File: src/rtl/pde_pkg.sv
// types, constants and letter helpers for the playfair digraph encryptor
package pde_pkg;

  localparam int LetterW = 5;
  localparam int Side    = 5;
  localparam int Cells   = Side * Side;
  localparam int CellsPerWord = 12;
  localparam int CfgDataW = CellsPerWord * LetterW;
  localparam int CfgIndexW = 2;
  localparam int FifoDepth = 4;
  localparam int PtrW = $clog2(FifoDepth);
  localparam int CountW = $clog2(FifoDepth + 1);
  localparam int PosW = 3;

  localparam logic [LetterW-1:0] Alpha     = 5'd26;
  localparam logic [LetterW-1:0] PadOffset = 5'd15;
  localparam logic [LetterW-1:0] LetterA   = 5'd0;
  localparam logic [LetterW-1:0] LetterE   = 5'd4;
  localparam logic [LetterW-1:0] LetterI   = 5'd8;
  localparam logic [LetterW-1:0] LetterJ   = 5'd9;
  localparam logic [LetterW-1:0] LetterO   = 5'd14;
  localparam logic [LetterW-1:0] LetterU   = 5'd20;
  localparam logic [LetterW-1:0] SideW     = 5'd5;
  localparam logic [PosW-1:0]    LastPos   = 3'd4;

  typedef enum logic [CfgIndexW-1:0] {
    CFG_CELLS_LOW  = 2'd0,
    CFG_CELLS_HIGH = 2'd1,
    CFG_CELL_FINAL = 2'd2
  } cfg_index_t;

  typedef logic [Cells-1:0][LetterW-1:0] square_t;

  // one digraph waiting to be enciphered
  typedef struct packed {
    logic [LetterW-1:0] p_letter;
    logic               p_lower;
    logic [LetterW-1:0] q_letter;
    logic               q_lower;
    logic               last;
  } pair_t;

  // one enciphered digraph
  typedef struct packed {
    logic [LetterW-1:0] p_cipher;
    logic               p_lower;
    logic [LetterW-1:0] q_cipher;
    logic               q_lower;
    logic               last;
  } cipher_pair_t;

  typedef struct packed {
    logic [PosW-1:0] row;
    logic [PosW-1:0] col;
  } pos_t;

  function automatic logic [LetterW-1:0] fold_j(input logic [LetterW-1:0] x);
    return (x == LetterJ) ? LetterI : x;
  endfunction

  // (x + 15) mod 26 for x below 26
  function automatic logic [LetterW-1:0] pad_of(input logic [LetterW-1:0] x);
    logic [LetterW:0] sum;
    sum = {1'b0, x} + {1'b0, PadOffset};
    if (sum >= {1'b0, Alpha}) begin
      sum = sum - {1'b0, Alpha};
    end
    return sum[LetterW-1:0];
  endfunction

  // pad letter stepped past a vowel
  function automatic logic [LetterW-1:0] filler_of(input logic [LetterW-1:0] x);
    logic [LetterW-1:0] f;
    f = pad_of(x);
    if (f == LetterA || f == LetterE || f == LetterI || f == LetterO || f == LetterU) begin
      f = f + 5'd1;
    end
    return f;
  endfunction

  // lowest cell holding x, cell 0 when absent
  function automatic pos_t locate(input square_t sq, input logic [LetterW-1:0] x);
    pos_t pos;
    pos = '0;
    for (int r = Side - 1; r >= 0; r--) begin
      for (int c = Side - 1; c >= 0; c--) begin
        if (sq[r * Side + c] == x) begin
          pos.row = PosW'(r);
          pos.col = PosW'(c);
        end
      end
    end
    return pos;
  endfunction

  function automatic logic [PosW-1:0] wrap_inc(input logic [PosW-1:0] v);
    return (v == LastPos) ? '0 : v + 3'd1;
  endfunction

  function automatic logic [LetterW-1:0] cell_of(input pos_t pos);
    logic [LetterW-1:0] r5;
    r5 = {2'b00, pos.row};
    return LetterW'(r5 * SideW) + {2'b00, pos.col};
  endfunction

endpackage

File: src/rtl/pde_pair_encode.sv
// key square lookup and playfair substitution for one digraph
module pde_pair_encode
  import pde_pkg::*;
(
  input  square_t      sq,
  input  pair_t        pair,
  output cipher_pair_t result
);

  pos_t pa, pb, oa, ob;

  always_comb begin
    pa = locate(sq, pair.p_letter);
    pb = locate(sq, pair.q_letter);
    priority if (pa.col == pb.col) begin
      oa = '{row: wrap_inc(pa.row), col: pa.col};
      ob = '{row: wrap_inc(pb.row), col: pb.col};
    end else if (pa.row == pb.row) begin
      oa = '{row: pa.row, col: wrap_inc(pa.col)};
      ob = '{row: pb.row, col: wrap_inc(pb.col)};
    end else begin
      oa = '{row: pa.row, col: pb.col};
      ob = '{row: pb.row, col: pa.col};
    end
  end

  assign result.p_cipher = sq[cell_of(oa)];
  assign result.q_cipher = sq[cell_of(ob)];
  assign result.p_lower  = pair.p_lower;
  assign result.q_lower  = pair.q_lower;
  assign result.last     = pair.last;

endmodule

File: src/rtl/playfair_digraph_encrypt.sv
// playfair digraph encryptor: letter pairing, digraph queue, cipher and output stage
// path: an item's digraphs pass through the digraph queue and then the output stage to out_valid
// throughput: one result per cycle through the single output port while out_ready is held;
//   an item yields 0, 2 or 4 results, and a new item can be taken before earlier results are out
// reset: drops a held letter, empties the digraph queue and output stage, and clears
//   the key square to zeros (load it before sending letters)
module playfair_digraph_encrypt
  import pde_pkg::*;
(
  input  logic                 clk,
  input  logic                 rst_n,
  // configuration writes
  input  logic                 cfg_valid,
  output logic                 cfg_ready,
  input  logic [CfgIndexW-1:0] cfg_index,
  input  logic [CfgDataW-1:0]  cfg_data,
  // plaintext letters
  input  logic                 in_valid,
  output logic                 in_ready,
  input  logic [LetterW-1:0]   in_plain_letter,
  input  logic                 in_plain_lower,
  input  logic                 in_end_of_text,
  // ciphertext letters
  output logic                 out_valid,
  input  logic                 out_ready,
  output logic [LetterW-1:0]   out_cipher_letter,
  output logic                 out_cipher_lower,
  output logic                 out_run_last
);

  // key square, held as flops since every cell is compared at once
  square_t sq_r;

  // open pair: first letter waiting for its partner
  logic               held_valid_r, held_valid_nxt;
  logic [LetterW-1:0] held_letter_r, held_letter_nxt;
  logic               held_lower_r, held_lower_nxt;

  // digraph queue between pairing and the cipher stage
  pair_t             fifo_r [FifoDepth];
  logic [PtrW-1:0]   wr_ptr_r, rd_ptr_r;
  logic [CountW-1:0] count_r, count_nxt;

  // output stage: one enciphered digraph, shown p letter first
  cipher_pair_t obuf_r;
  logic         obuf_valid_r;
  logic         obuf_idx_r;

  logic               in_fire, out_fire, drain, pop;
  logic [LetterW-1:0] x_wrap, x;
  logic [1:0]         npush;
  pair_t              push_a, push_b;
  cipher_pair_t       enc_result;

  // ---------------------------------------------------------------
  // configuration: always ready, cells unpacked five bits each
  // ---------------------------------------------------------------
  assign cfg_ready = 1'b1;

  always_ff @(posedge clk) begin
    if (!rst_n) begin
      sq_r <= '0;
    end else if (cfg_valid && cfg_ready) begin
      unique case (cfg_index)
        CFG_CELLS_LOW: begin
          for (int i = 0; i < CellsPerWord; i++) begin
            sq_r[i] <= cfg_data[i*LetterW +: LetterW];
          end
        end
        CFG_CELLS_HIGH: begin
          for (int i = 0; i < CellsPerWord; i++) begin
            sq_r[CellsPerWord + i] <= cfg_data[i*LetterW +: LetterW];
          end
        end
        CFG_CELL_FINAL: begin
          sq_r[Cells-1] <= cfg_data[LetterW-1:0];
        end
        default: begin
          // unused index, write dropped
        end
      endcase
    end
  end

  // ---------------------------------------------------------------
  // pairing: out-of-range letters wrap, J folds to I, then 0..2
  // digraphs are pushed per item depending on the open pair
  // ---------------------------------------------------------------
  assign in_ready = (count_r <= CountW'(FifoDepth - 2));
  assign in_fire  = in_valid && in_ready;

  assign x_wrap = (in_plain_letter >= Alpha) ? in_plain_letter - Alpha : in_plain_letter;
  assign x      = fold_j(x_wrap);

  always_comb begin
    npush           = 2'd0;
    push_a          = '0;
    push_b          = '0;
    held_valid_nxt  = held_valid_r;
    held_letter_nxt = held_letter_r;
    held_lower_nxt  = held_lower_r;
    if (in_fire) begin
      priority if (!held_valid_r) begin
        if (in_end_of_text) begin
          // lone last letter, padded without the vowel step
          npush  = 2'd1;
          push_a = '{p_letter: x, p_lower: in_plain_lower,
                     q_letter: fold_j(pad_of(x)), q_lower: 1'b0, last: 1'b1};
        end else begin
          held_valid_nxt  = 1'b1;
          held_letter_nxt = x;
          held_lower_nxt  = in_plain_lower;
        end
      end else if (held_letter_r != x) begin
        // ordinary pair closes the open one
        npush          = 2'd1;
        push_a         = '{p_letter: held_letter_r, p_lower: held_lower_r,
                           q_letter: x, q_lower: in_plain_lower, last: 1'b1};
        held_valid_nxt = 1'b0;
      end else begin
        // doubled letter: filler splits it, new letter opens the next pair
        npush  = 2'd1;
        push_a = '{p_letter: held_letter_r, p_lower: held_lower_r,
                   q_letter: fold_j(filler_of(held_letter_r)), q_lower: 1'b0,
                   last: !in_end_of_text};
        if (in_end_of_text) begin
          npush          = 2'd2;
          push_b         = '{p_letter: x, p_lower: in_plain_lower,
                             q_letter: fold_j(pad_of(x)), q_lower: 1'b0, last: 1'b1};
          held_valid_nxt = 1'b0;
        end else begin
          held_letter_nxt = x;
          held_lower_nxt  = in_plain_lower;
        end
      end
    end
  end

  always_ff @(posedge clk) begin
    if (!rst_n) begin
      held_valid_r  <= 1'b0;
      held_letter_r <= '0;
      held_lower_r  <= 1'b0;
    end else begin
      held_valid_r  <= held_valid_nxt;
      held_letter_r <= held_letter_nxt;
      held_lower_r  <= held_lower_nxt;
    end
  end

  // ---------------------------------------------------------------
  // digraph queue: up to two pushes and one pop a cycle
  // ---------------------------------------------------------------
  assign out_fire = out_valid && out_ready;
  assign drain    = out_fire && obuf_idx_r;
  assign pop      = (count_r != '0) && (!obuf_valid_r || drain);

  assign count_nxt = count_r + CountW'(npush) - CountW'(pop);

  always_ff @(posedge clk) begin
    if (!rst_n) begin
      wr_ptr_r <= '0;
      rd_ptr_r <= '0;
      count_r  <= '0;
    end else begin
      wr_ptr_r <= wr_ptr_r + PtrW'(npush);
      rd_ptr_r <= rd_ptr_r + PtrW'(pop);
      count_r  <= count_nxt;
    end
  end

  always_ff @(posedge clk) begin
    if (npush != 2'd0) begin
      fifo_r[wr_ptr_r] <= push_a;
    end
    if (npush == 2'd2) begin
      fifo_r[wr_ptr_r + PtrW'(1)] <= push_b;
    end
  end

  // ---------------------------------------------------------------
  // cipher stage: queue head through the square into the output stage
  // ---------------------------------------------------------------
  pde_pair_encode u_encode (
    .sq     (sq_r),
    .pair   (fifo_r[rd_ptr_r]),
    .result (enc_result)
  );

  always_ff @(posedge clk) begin
    if (!rst_n) begin
      obuf_valid_r <= 1'b0;
      obuf_idx_r   <= 1'b0;
    end else if (pop) begin
      obuf_valid_r <= 1'b1;
      obuf_idx_r   <= 1'b0;
    end else if (drain) begin
      obuf_valid_r <= 1'b0;
      obuf_idx_r   <= 1'b0;
    end else if (out_fire) begin
      obuf_idx_r <= 1'b1;
    end
  end

  always_ff @(posedge clk) begin
    if (pop) begin
      obuf_r <= enc_result;
    end
  end

  // second letter of a digraph carries the item's last mark
  assign out_valid         = obuf_valid_r;
  assign out_cipher_letter = obuf_idx_r ? obuf_r.q_cipher : obuf_r.p_cipher;
  assign out_cipher_lower  = obuf_idx_r ? obuf_r.q_lower : obuf_r.p_lower;
  assign out_run_last      = obuf_idx_r && obuf_r.last;

endmodule

File: config.mk
export PLATFORM = sky130hd
export DESIGN_NAME = playfair_digraph_encrypt
export DESIGN_NICKNAME = d
export VERILOG_FILES = /design/src/rtl/pde_pkg.sv /design/src/rtl/pde_pair_encode.sv /design/src/rtl/playfair_digraph_encrypt.sv
export SDC_FILE = /design/constraint.sdc
export NUM_CORES = 1
export LEC_CHECK = 0
export BUFFER_PORTS_ARGS = -buffer_cell sky130_fd_sc_hd__buf_2
export CAP_MARGIN = 40
export CORE_UTILIZATION = 58
export CTS_BUF_LIST = sky130_fd_sc_hd__clkbuf_8
export CTS_CLUSTER_DIAMETER = 50
export DETAILED_ROUTE_END_ITERATION = 10
export HOLD_SLACK_MARGIN = 0.02
export PLACE_DENSITY = 0.79
export SLEW_MARGIN = 10
export SYNTH_ARGS = -nofsm -noshare
export SYNTH_HDL_FRONTEND = slang
export SYNTH_SLANG_ARGS = --single-unit
File: constraint.sdc
create_clock -name clk -period 7.2 [get_ports clk]
set_clock_uncertainty 0.2 [all_clocks]
set_input_delay 1.08 -clock clk [delete_from_list [all_inputs] [get_ports clk]]
set_output_delay 1.08 -clock clk [all_outputs]
set_load 0.03 [all_outputs]
-- Yosys cells after proc, flatten, opt, wreduce, memory -nomap -nowiden
Memory sizes are Yosys's and may differ from the RTL's. A register that Yosys moved wholly into a read port is not among the register bits.
Index checks and enable logic that the tools add are counted.
- bits in latches: 0
- register bits after elaboration: 154
- input port bits: 74
- memories kept: 1
- bits in writable memories: 52
- output and inout port bits: 10
- word-level logic and storage cells: 269
- ROM bits: 0
- shifts and indexed selects: 0
- reductions and logical operators: 22
- add/sub/neg operators: 17
- muxes and demuxes: 113
- $lt $le $gt $ge: 6
- equality and inequality tests: 69
- $mul: 2
- div/mod/pow operators: 0
- bitwise operators: 1
- memory list (name ; words ; bits a word ; rd ports ; clocked after Yosys merged registers in ; wr ports ; RTL line ; text):
    fifo_r ; 4 ; 13 ; 1 ; 1 ; 2 ; playfair_digraph_encrypt.sv:40 ; pair_t fifo_r [FifoDepth];
- operators by type and width (kind ; number):
    6-bit two-way mux ; 52
    5-bit equality test ; 50
    5-bit two-way mux ; 26
    13-bit two-way mux ; 7
    5-bit binary-select mux with 5-bit select ; 2
    5-bit by 4-bit equality test with 1-bit output (second input constant) ; 6
    3-bit two-way mux ; 6
    5-bit subtractor (second input constant) ; 3
    1-bit two-way mux ; 14
    3-bit by 1-bit adder with 3-bit output (second input constant) ; 4
    5-bit by 4-bit adder with 6-bit output (second input constant) ; 2
    3-bit equality test (second input constant) ; 4
    6-bit by 5-bit greater-or-equal comparator with 1-bit output (second input constant) ; 2
    5-bit by 6-bit less-than comparator with 1-bit output (second input constant) ; 2
    5-bit by 3-bit adder with 5-bit output ; 2
    3-bit by 3-bit multiplier with 5-bit output (second input constant) ; 2
    2-bit two-way mux ; 5
    2-bit AND reduction ; 4
    7-bit two-way mux ; 1
    3-bit equality test ; 2
    5-bit by 1-bit adder with 5-bit output (second input constant) ; 1
    5-bit by 3-bit equality test with 1-bit output (second input constant) ; 1
    5-bit equality test (second input constant) ; 1
    5-bit greater-or-equal comparator (second input constant) ; 1
    19 further kinds ; 30

-- Longest topological paths before layout
Gate-level depths: netlist (run 1).
- depth after elaboration: 34
- gate-level depth with buffers: 27
- mapped depth without buffers: 23

-- Cells and area by module
From an unflattened synthesis (run 1), not the netlist that was laid out.
- cell total of the unflattened synthesis: 1784
- area, all modules: 16598.4 um2
- by module, submodules not included (module ; area an instance (um2) ; instances ; cells an instance):
    playfair_digraph_encrypt ; 9744.3 ; 1 ; 1041
    pde_pair_encode ; 6854.1 ; 1 ; 743

-- Worst setup path before layout (run 1)
No wires, ideal clock.
- kind: register to register
- start point: reg, netlist name rd_ptr_r[0]
- end point: reg obuf_r[2] (netlist name), data pin
- data required time: 6.732 ns
- library setup time: 0.268 ns
- buffers on the path: 5
- cell stages (with the launch flop): 25
- data arrival time: 6.229 ns
- slack: 0.503 ns
- cell sequence: dfxtp_1 > buf_6 > mux4_2 > buf_6 > buf_12 > xnor2_1 > nand2_1 > nor2_1 > or4_1 > or4b_1 > nor3_4 > xor2_1 > nor3_4 > mux2i_1 > o21ai_0 > ha_1 > ha_1 > buf_1 > clkbuf_1 > mux4_2 > mux2_2 > o21ai_0 > o22ai_1 > mux2i_1 > o21ai_1
- RTL lines (element ; RTL line ; text):
    end signal: assignment ; playfair_digraph_encrypt.sv:207 ; obuf_r <= enc_result;
    end: declaration ; playfair_digraph_encrypt.sv:45 ; cipher_pair_t obuf_r;

==> metrics.txt, run 1 <==
Mapped Area=0.0160 mm²; CTS H-tree depth=2; crit-path leading delay family=simple AND/OR/NAND/NOR gates; HP Class=register to register; pre-CTS setup slack=134 ps; IO Port Bufs=just over 80; synth unique cells=85; Synth top area share=18.2%; register area share after synthesis=slightly below 30%; Largest stage delay, worst path=between 600 and 700 ps; Setup crit start kind=register; post-synth top area cell=dfxtp_1; initial antenna violation count=1; period utilization=between 90% and 100%; Top Layer Used=met4; CTS buffer count=37; Synth Register Bits=206; Final GP Congestion=1.02; FMAX=between 100 and 150 MHz; most numerous cell in the Yosys netlist=nand2_1; met3 WL=5030 µm; Critical Path Sink Type=register; GRT Total Usage=35.4%; FILL cells=2204; clock slew at reported path FFs=60 ps; global route overflow=0; CTS tree=built; arrival time worst endpoint=7070 ps; die area=between 0.02 and 0.03 mm²; Die X=between 150 and 200 µm; worst skew pair latency=between 500 and 600 ps; Cell Rows=60; first-pass GRT wire length=~77000 µm; Slowest-stage cell, CP=or4b_1; Post-synth EDFFs=between 60 and 70; CP bufs+invs=3; CTS Root Cell=clkbuf_8; synth cell count leaders=318 x nand2_1, 193 x xnor2_1, 145 x dfxtp_1; crit-path cells=buf_8 > mux4_1 > buf_6 > xnor2_1 > nand3_1 > nor2_1 > or4_1 > or4b_1 > nor3_4 > xor2_1 > nor3_4 > mux2i_1 > o21ai_0 > ha_1 > ha_2 > buf_12 > mux4_2 > mux2_2 > a22oi_1 > o22ai_1 > mux2i_1 > o21ai_1; status=complete, no violations; vias in the first global route=13100; TritonRoute pass-1 iters=5; P&R area growth vs syn=11.2%; WL met2=22300 µm; layout cell share with drive strength beyond 1=20.6%; Total Routed Length=49700 µm; Iter 0 DRT Violations=1635; Gate Count Post-Synth=1713; slew at the pin closest to its max-slew limit=772 ps; minimum clock period=6960 ps; Final HPWL DP=36500 µm; Core Footprint=0.0270 mm²; largest net degree at the start of global routing=89; post-route antenna net violation count=0; setup violators final=0; Area contributors post-synth=dfxtp_1 18%, edfxtp_1 11%, xnor2_1 11%, mux4_2 10%, nand2_1 7.5%; Die Height=168 µm; nets@finish=1921; max_cap viols=0; post-DR vias/cell=between 6 and 7; Max Fanout on Critical Path=25; type of the worst setup path=register to register; YS warnings=0; Most used DFF post-synth=dfxtp_1; M1 WL=approximately 20000 µm; Final Hold Fails=0; clock tree buffer depth=3; IO Count=84; Final Max Slew Viols=0; via count=13800; # clock sinks=206; Initial Utilization=59.2%; routed len/inst=22.9 µm; Syn Nets=1828; Post-synth ARST share=0%; DRC violations left=0; unrepaired setup endpoints after global routing=yes; syn_area_per_cell=~9.3 µm²; Slew headroom=48.5%; CP required=7310 ps; post-route setup slack=240 ps
worst reg2reg max path, cell delays in order (launching register included):
cell and delay [ps]:
dfxtp_1 370, buf_8 200, mux4_1 590, buf_6 250, xnor2_1 190, nand3_1 130, nor2_1 120, or4_1 590
or4b_1 610, nor3_4 250, xor2_1 130, nor3_4 300, mux2i_1 210, o21ai_0 140, ha_1 360, ha_2 420
buf_12 190, mux4_2 570, mux2_2 280, a22oi_1 260, o22ai_1 140, mux2i_1 140, o21ai_1 80
cell type report:
class | instances | area [µm²] | area share (%)
Antenna cell | 1 | 2.50 | 0.0141
Multi-Input combinational cell | 1366 | 10500 | 59.3
Clock inverter | 21 | 154 | 0.868
Clock buffer | 46 | 633 | 3.57
Inverter | 34 | 128 | 0.719
Sequential cell | 206 | 4740 | 26.7
Tap cell | 341 | 427 | 2.41
Timing Repair Buffer | 161 | 1130 | 6.40
final timing paths:
check	startpoint	end	slack, ps	cells after the start
worst max register to register	rd_ptr_r[0]	obuf_r[2]	240	22
worst max-delay path	rd_ptr_r[0]	obuf_r[2]	240	22
worst min register to register	fifo_r[2][1]	fifo_r[2][1]	320	2
worst min-delay path	fifo_r[2][1]	fifo_r[2][1]	320	2
layer usage:
layer | up-vias | GRT usage, %
li1 | 6249 | -
met1 | 6647 | 47.9
met2 | 743 | 56.0
met3 | 152 | 6.63
met4 | 0 | 14.6
met5 | - | 0
registers in the layout, indices dropped and copies added, names as in the netlist:
signal	count
held_valid_r	1
sq_r	125
fifo_r	52
count_r	3
rd_ptr_r	2
held_lower_r	1
obuf_idx_r	1
out_valid	1
held_letter_r	5
wr_ptr_r	2
obuf_r	13
cell usage in the layout, fill, tap and decap left out, types with 13 or more instances in the layout:
cell      count
nand2_1     318
xnor2_1     193
dfxtp_1     144
a21boi_0    122
xor2_1       91
buf_2        82
mux4_2       73
buf_4        67
edfxtp_1     61
nor2_1       60
nand3_1      55
o21ai_0      50
clkbuf_8     46
inv_1        45
nor3_1       39
mux2i_1      35
ha_1         35
o22ai_1      34
mux2_2       25
a21oi_1      23
nor2b_1      16
and2_1       14
or2_2        13
nor4_1       13
cells by family after synthesis:
logic type / after synthesis / share of synthesized area, %
mux: 143 / 15.6
xor+xnor: 289 / 16.1
other cells: 1 / 0.0235
flops: 206 / 29.7
simple gates: 585 / 17.1
fa+ha+maj: 41 / 3.36
compound gates: 307 / 13.5
buf+inv: 141 / 4.67
what timing repair did:
action | in CTS | in global routing
setup endpoints to repair | 0 | 10
setup buffers | 0 | 17
hold buffers | 0 | 0
resized for setup | 0 | 19
per-stage QoR:
step,TNS (ps),hold WS [ps],cell area (µm²),util (%),std cells
final,0,316,17700,65.8,2176
after global routing,-17.7,360,17700,65.8,2175
after CTS,0,315,17500,64.9,2157
after detailed placement,0,298,16700,62.0,2090
after global placement,0,298,16700,61.9,2088
after floorplan,0,252,16000,-,1713
Power of run 1 is left out: the tool's default activity adds up to more than one toggle a clock period on the data nets, which glitch-free logic cannot reach.
==> inputs of run 2 (changes only) <==
Settings changed: PLACE_DENSITY 0.79 to 0.76.
Clock period 7.2 ns to 7.1 ns, I/O delays scaled along.
==> run 2 against run 1 <==
Against the previous run:
- cell count up 0.37%
- critical endpoint is now obuf_r[5]
- utilization increased by 0.12 points
- sequential share of layout area is 0.056 points lower
- count of clock-buffer cells in the layout down 3
- final area increased by 0.18%
==> metrics.txt, run 2 (same netlist as run 1, synthesis figures left out) <==
IO Port Bufs=82 (unchanged); Max Fanout on Critical Path=30 (+20%); commonest non-fill, non-tap cell in the layout=nand2_1; CTS tree=built; Setup crit start kind=register; Critical Path Sink Type=register; hold slack=336 ps (+19.8 ps); setup violators final=0 (unchanged); die area=0.0282 mm² (unchanged); placed cell areas=0.0168 mm² (+0.78%); initial antenna violation count=1 (unchanged); Largest stage delay, worst path=620 ps (about the same); Iter 0 DRT Violations=1701 (+4.0%); commonest cells after routing, fill and taps aside=318 x nand2_1, 193 x xnor2_1, 145 x dfxtp_1, 122 x a21boi_0, 91 x xor2_1; CTS buffer count=37 (unchanged); CP bufs+invs=3 (unchanged); max reg flops=125 (unchanged); routed len/inst=23.1 µm (+1.1%); post-route antenna net violation count=0 (unchanged); slew at the pin closest to its max-slew limit=772 ps (+0.00298 ps); Final GP Congestion=1.09 (+6.8%); Final Max Slew Viols=0 (unchanged); type of the worst setup path=register to register; Cell Rows=60 (unchanged); DRC violations left=0 (unchanged); CTS H-tree depth=2 (unchanged); status=complete, no violations; Core Footprint=0.0270 mm² (unchanged); CTS Root Cell=clkbuf_8; largest net degree at the start of global routing=89 (unchanged); arrival time worst endpoint=7010 ps (-60 ps); minimum clock period=6900 ps (-57.6 ps); Final Hold Fails=0 (unchanged); layout cell share with drive strength beyond 1=20.8% (+0.24 points); Total Routed Length=50500 µm (+1.5%); via count=14000 (+1.4%); post-DR vias/cell=6.40 (+1.1%); HP Class=register to register; Reg area=0.00473 mm² (about the same); worst skew pair latency=570 ps (about the same); largest register by flop count=sq_r; crit-path leading delay family=simple AND/OR/NAND/NOR gates; final instance area=0.0178 mm² (+0.18%); Final HPWL DP=37100 µm (+1.9%); Initial Utilization=59.2% (unchanged); GRT Total Usage=35.9% (+0.44 points); period utilization=97.2% (+0.55 points); max_cap viols=0 (unchanged); vias in the first global route=13400 (+1.9%); nets@finish=1929 (+0.42%); Slew headroom=48.1% (-0.44 points); Multi-input gate area=0.0105 mm² (about the same); Die X=168 µm (unchanged); TritonRoute pass-1 iters=6 (+1); IO Count=84 (unchanged); Die Height=168 µm (unchanged); first-pass GRT wire length=77600 µm (+1.2%); P&R area growth vs syn=11.4%; FILL cells=2137 (-3.0%); biggest regs=sq_r x125, fifo_r x52, obuf_r x13; # clock sinks=206 (unchanged); clock slew at reported path FFs=60 ps (about the same); crit-path cells=buf_4 > mux4_1 > buf_6 > xnor2_1 > nand3_1 > nor2_1 > or4_1 > or4b_1 > nor3_4 > xor2_1 > nor3_4 > mux2i_1 > o21ai_0 > ha_1 > ha_1 > buf_12 > mux4_2 > mux2_2 > a22oi_1 > o22ai_1 > mux2i_1 > o21ai_1; FMAX=145 MHz (+0.84%); CP required=7210 ps (-100 ps); clock tree buffer depth=3 (unchanged); Slowest-stage cell, CP=or4b_1; global route overflow=0 (unchanged)
run 2: worst min-delay path: stages, from the launching register on:
cell and delay [ps]:
dfxtp_1 320, mux2i_1 70, a21oi_1 100
run 2: worst paths after layout:
kind	startpoint	end	slack (ps)	cells after the start
max	rd_ptr_r[0]	obuf_r[5]	200	22
min reg2reg	fifo_r[3][1]	fifo_r[3][1]	340	2
min	fifo_r[3][1]	fifo_r[3][1]	340	2
max reg2reg	rd_ptr_r[0]	obuf_r[5]	200	22
run 2: through the flow:
step | instances | util (%) | setup TNS, ps | worst slack (ps)
final | 2184 | 65.9 | 0 | 197
after global routing | 2183 | 65.9 | -132 | -73.3
after CTS | 2171 | 65.3 | 0 | 136
after detailed placement | 2104 | 62.5 | 0 | 149
after global placement | 2102 | 62.4 | 0 | 165
after floorplan | 1713 | - | 0 | 403
run 2: cell type report:
cell class	count	share of cell area [%]
antenna	1	0.0141
clock buffer	43	3.33
clock inverter	24	1.01
inverter	34	0.718
multi-input combinational	1366	59.3
sequential	206	26.6
tap	341	2.40
timing repair buffer	169	6.63
run 2: what timing repair did:
item | CTS | global route
setup endpoints to repair | 0 | 10
hold buffers | 0 | 0
buffers inserted | 0 | 12
resized for setup | 0 | 17
run 2: routing by layer:
metal	GRT usage [%]	part of all wire, %	vias up
met5	0	0	-
met3	9.36	12	150
li1	-	-	6266
met1	48.6	40	6759
met2	54.1	44	813
met4	15.8	4.3	0
Power of run 2 is left out for the same reason.
==> inputs of run 3 (changes only) <==
Settings changed: CELL_PAD_IN_SITES_DETAIL_PLACEMENT set to 1, CELL_PAD_IN_SITES_GLOBAL_PLACEMENT set to 1, CORE_UTILIZATION 58 to 50, PLACE_DENSITY 0.76 to unset, PLACE_DENSITY_LB_ADDON set to 0.1.
==> run 3 against run 2 <==
Against the previous run:
- sequential share of layout area down 0.36 points
- non-clock buffer count up 12
- fmax up 0.45%
- flip-flop and latch count unchanged
- largest cell class unchanged
- critical path depth up 1
- cell count up 3.1%
- first-iteration DRC count down 20%
- worst hold slack better by 9.9 ps
- utilization down 8.7 points
- via count up 0.70%
- final area up 1.4%
==> metrics.txt, run 3 (same netlist as run 1, synthesis figures left out) <==
HP Class=register to register; largest net degree at the start of global routing=91 (+2.2%); global route overflow=0 (unchanged); CTS H-tree depth=2 (unchanged); Critical Path Sink Type=register; max_cap viols=0 (unchanged); commonest cells after routing, fill and taps aside=318 x nand2_1, 192 x xnor2_1, 144 x dfxtp_1, 122 x a21boi_0, 90 x xor2_1; layout cell share with drive strength beyond 1=21.9% (+1.1 points); Most Frequent Cell on Critical Path=buf_4; P&R area growth vs syn=13.0%; routed len/inst=25.5 µm (+10%); Total Routed Length=57400 µm (+14%); Die X=181 µm (+7.6%); GRT Total Usage=35.3% (-0.57 points); # clock sinks=206 (unchanged); CP required=7190 ps (-20 ps); type of the worst setup path=register to register; Initial Utilization=50.7% (-8.5 points); arrival time worst endpoint=6960 ps (-50 ps); CTS buffer count=37 (unchanged); pre-CTS setup slack=-40.5 ps (-189 ps); Largest stage delay, worst path=830 ps (+210 ps); Slowest-stage cell, CP=fa_1; Final GP Congestion=0.972 (-11%); FMAX=146 MHz (+0.45%); r2r setup slk=230 ps (+30 ps); Setup crit start kind=register; status=complete, no violations; first-pass GRT wire length=87300 µm (+13%); largest register by flop count=sq_r; DRC violations left=0 (unchanged); minimum clock period=6870 ps (-30.9 ps); CTS tree=built; hold slack=346 ps (+9.90 ps); Cell Rows=65 (+8.3%); worst skew pair latency=570 ps (about the same); hold-fix buffer count after cts=0 (unchanged); setup violators final=0 (unchanged); post-route setup slack=228 ps (+30.9 ps); die area=0.0326 mm² (+16%); commonest non-fill, non-tap cell in the layout=nand2_1; clock slew at reported path FFs=60 ps (about the same); IO Port Bufs=82 (unchanged); post-route antenna net violation count=0 (unchanged); Max Fanout on Critical Path=25 (-17%); Die Height=181 µm (+7.6%); nets@finish=1941 (+0.62%); Slew headroom=47.8% (-0.28 points); CTS Root Cell=clkbuf_8; IO Count=84 (unchanged); vias in the first global route=14100 (+5.4%); Core Footprint=0.0315 mm² (+17%); Iter 0 DRT Violations=1364 (-20%); period utilization=96.8% (-0.44 points); crit-path cells=buf_6 > buf_4 > mux4_2 > buf_12 > xnor2_1 > nand2_1 > or2_1 > a211o_1 > o2111ai_2 > a31oi_2 > buf_4 > nor4_4 > o211ai_1 > buf_4 > nand2_1 > mux2_2 > ha_1 > ha_1 > inv_1 > fa_1 > buf_4 > mux4_2 > mux2_4; via count=14100 (+0.70%); slew at the pin closest to its max-slew limit=783 ps (+10.9 ps); TritonRoute pass-1 iters=7 (+1); number of diodes=0 (-1); Final Max Slew Viols=0 (unchanged); post-DR vias/cell=6.25 (-2.3%); max reg flops=125 (unchanged); Final Hold Fails=0 (unchanged); biggest regs=sq_r x125, fifo_r x52, obuf_r x13; Final HPWL DP=42700 µm (+15%); clock tree buffer depth=3 (unchanged); initial antenna violation count=0 (-1)
[run 3: through the flow]
step	area, µm²	utilization (%)	setup TNS (ps)	std cells
final	18000	57.3	0	2252
after global routing	18000	57.3	-49.8	2252
after CTS	17800	56.6	0	2240
after detailed placement	17100	54.2	-134	2174
after global placement	17000	54.1	0	2172
after floorplan	16000	-	0	1713
[run 3: worst max-delay path: cells and delay by family, from the launching register on]
kind	cells	cell delay, ps
buffers and inverters	7	1230
multiplexers	4	1510
AND/OR/NAND/NOR	4	920
AO/OA/AOI/OAI	4	750
adder cells (fa/ha/maj)	3	1390
flip-flops	1	380
XOR/XNOR	1	200
[run 3: cell type report]
class | count | area (µm²)
Tap cell | 402 | 503
Clock inverter | 18 | 81.3
Timing Repair Buffer | 181 | 1340
Fill cell | 3613 | 13500
Inverter | 34 | 128
Sequential cell | 206 | 4740
Clock buffer | 45 | 619
Multi-Input combinational cell | 1366 | 10600
[run 3: what timing repair did]
item / 4_1_cts / 5_1_grt
gates resized for setup: 2 / 26
pin swaps: 0 / 6
setup endpoints to repair: 7 / 10
setup buffers: 3 / 12
[run 3: final timing paths]
check | start | end | cells past startpoint
min reg2reg | sq_r[85] | sq_r[85] | 2
max | rd_ptr_r[0] | obuf_r[12] | 23
max reg2reg | rd_ptr_r[0] | obuf_r[12] | 23
min | sq_r[85] | sq_r[85] | 2
[run 3: per-layer routing]
| layer | vias up | wire length [µm] | GRT usage, % | part of all wire [%] |
|---|---|---|---|---|
| met5 | - | 0 | 0 | 0 |
| met4 | 0 | 1390 | 10.1 | 2.4 |
| met3 | 99 | 4600 | 6.16 | 8.0 |
| met2 | 613 | 26200 | 55.6 | 46 |
| met1 | 7095 | 25200 | 49.6 | 44 |
| li1 | 6279 | - | - | - |
Power of run 3 is left out for the same reason.
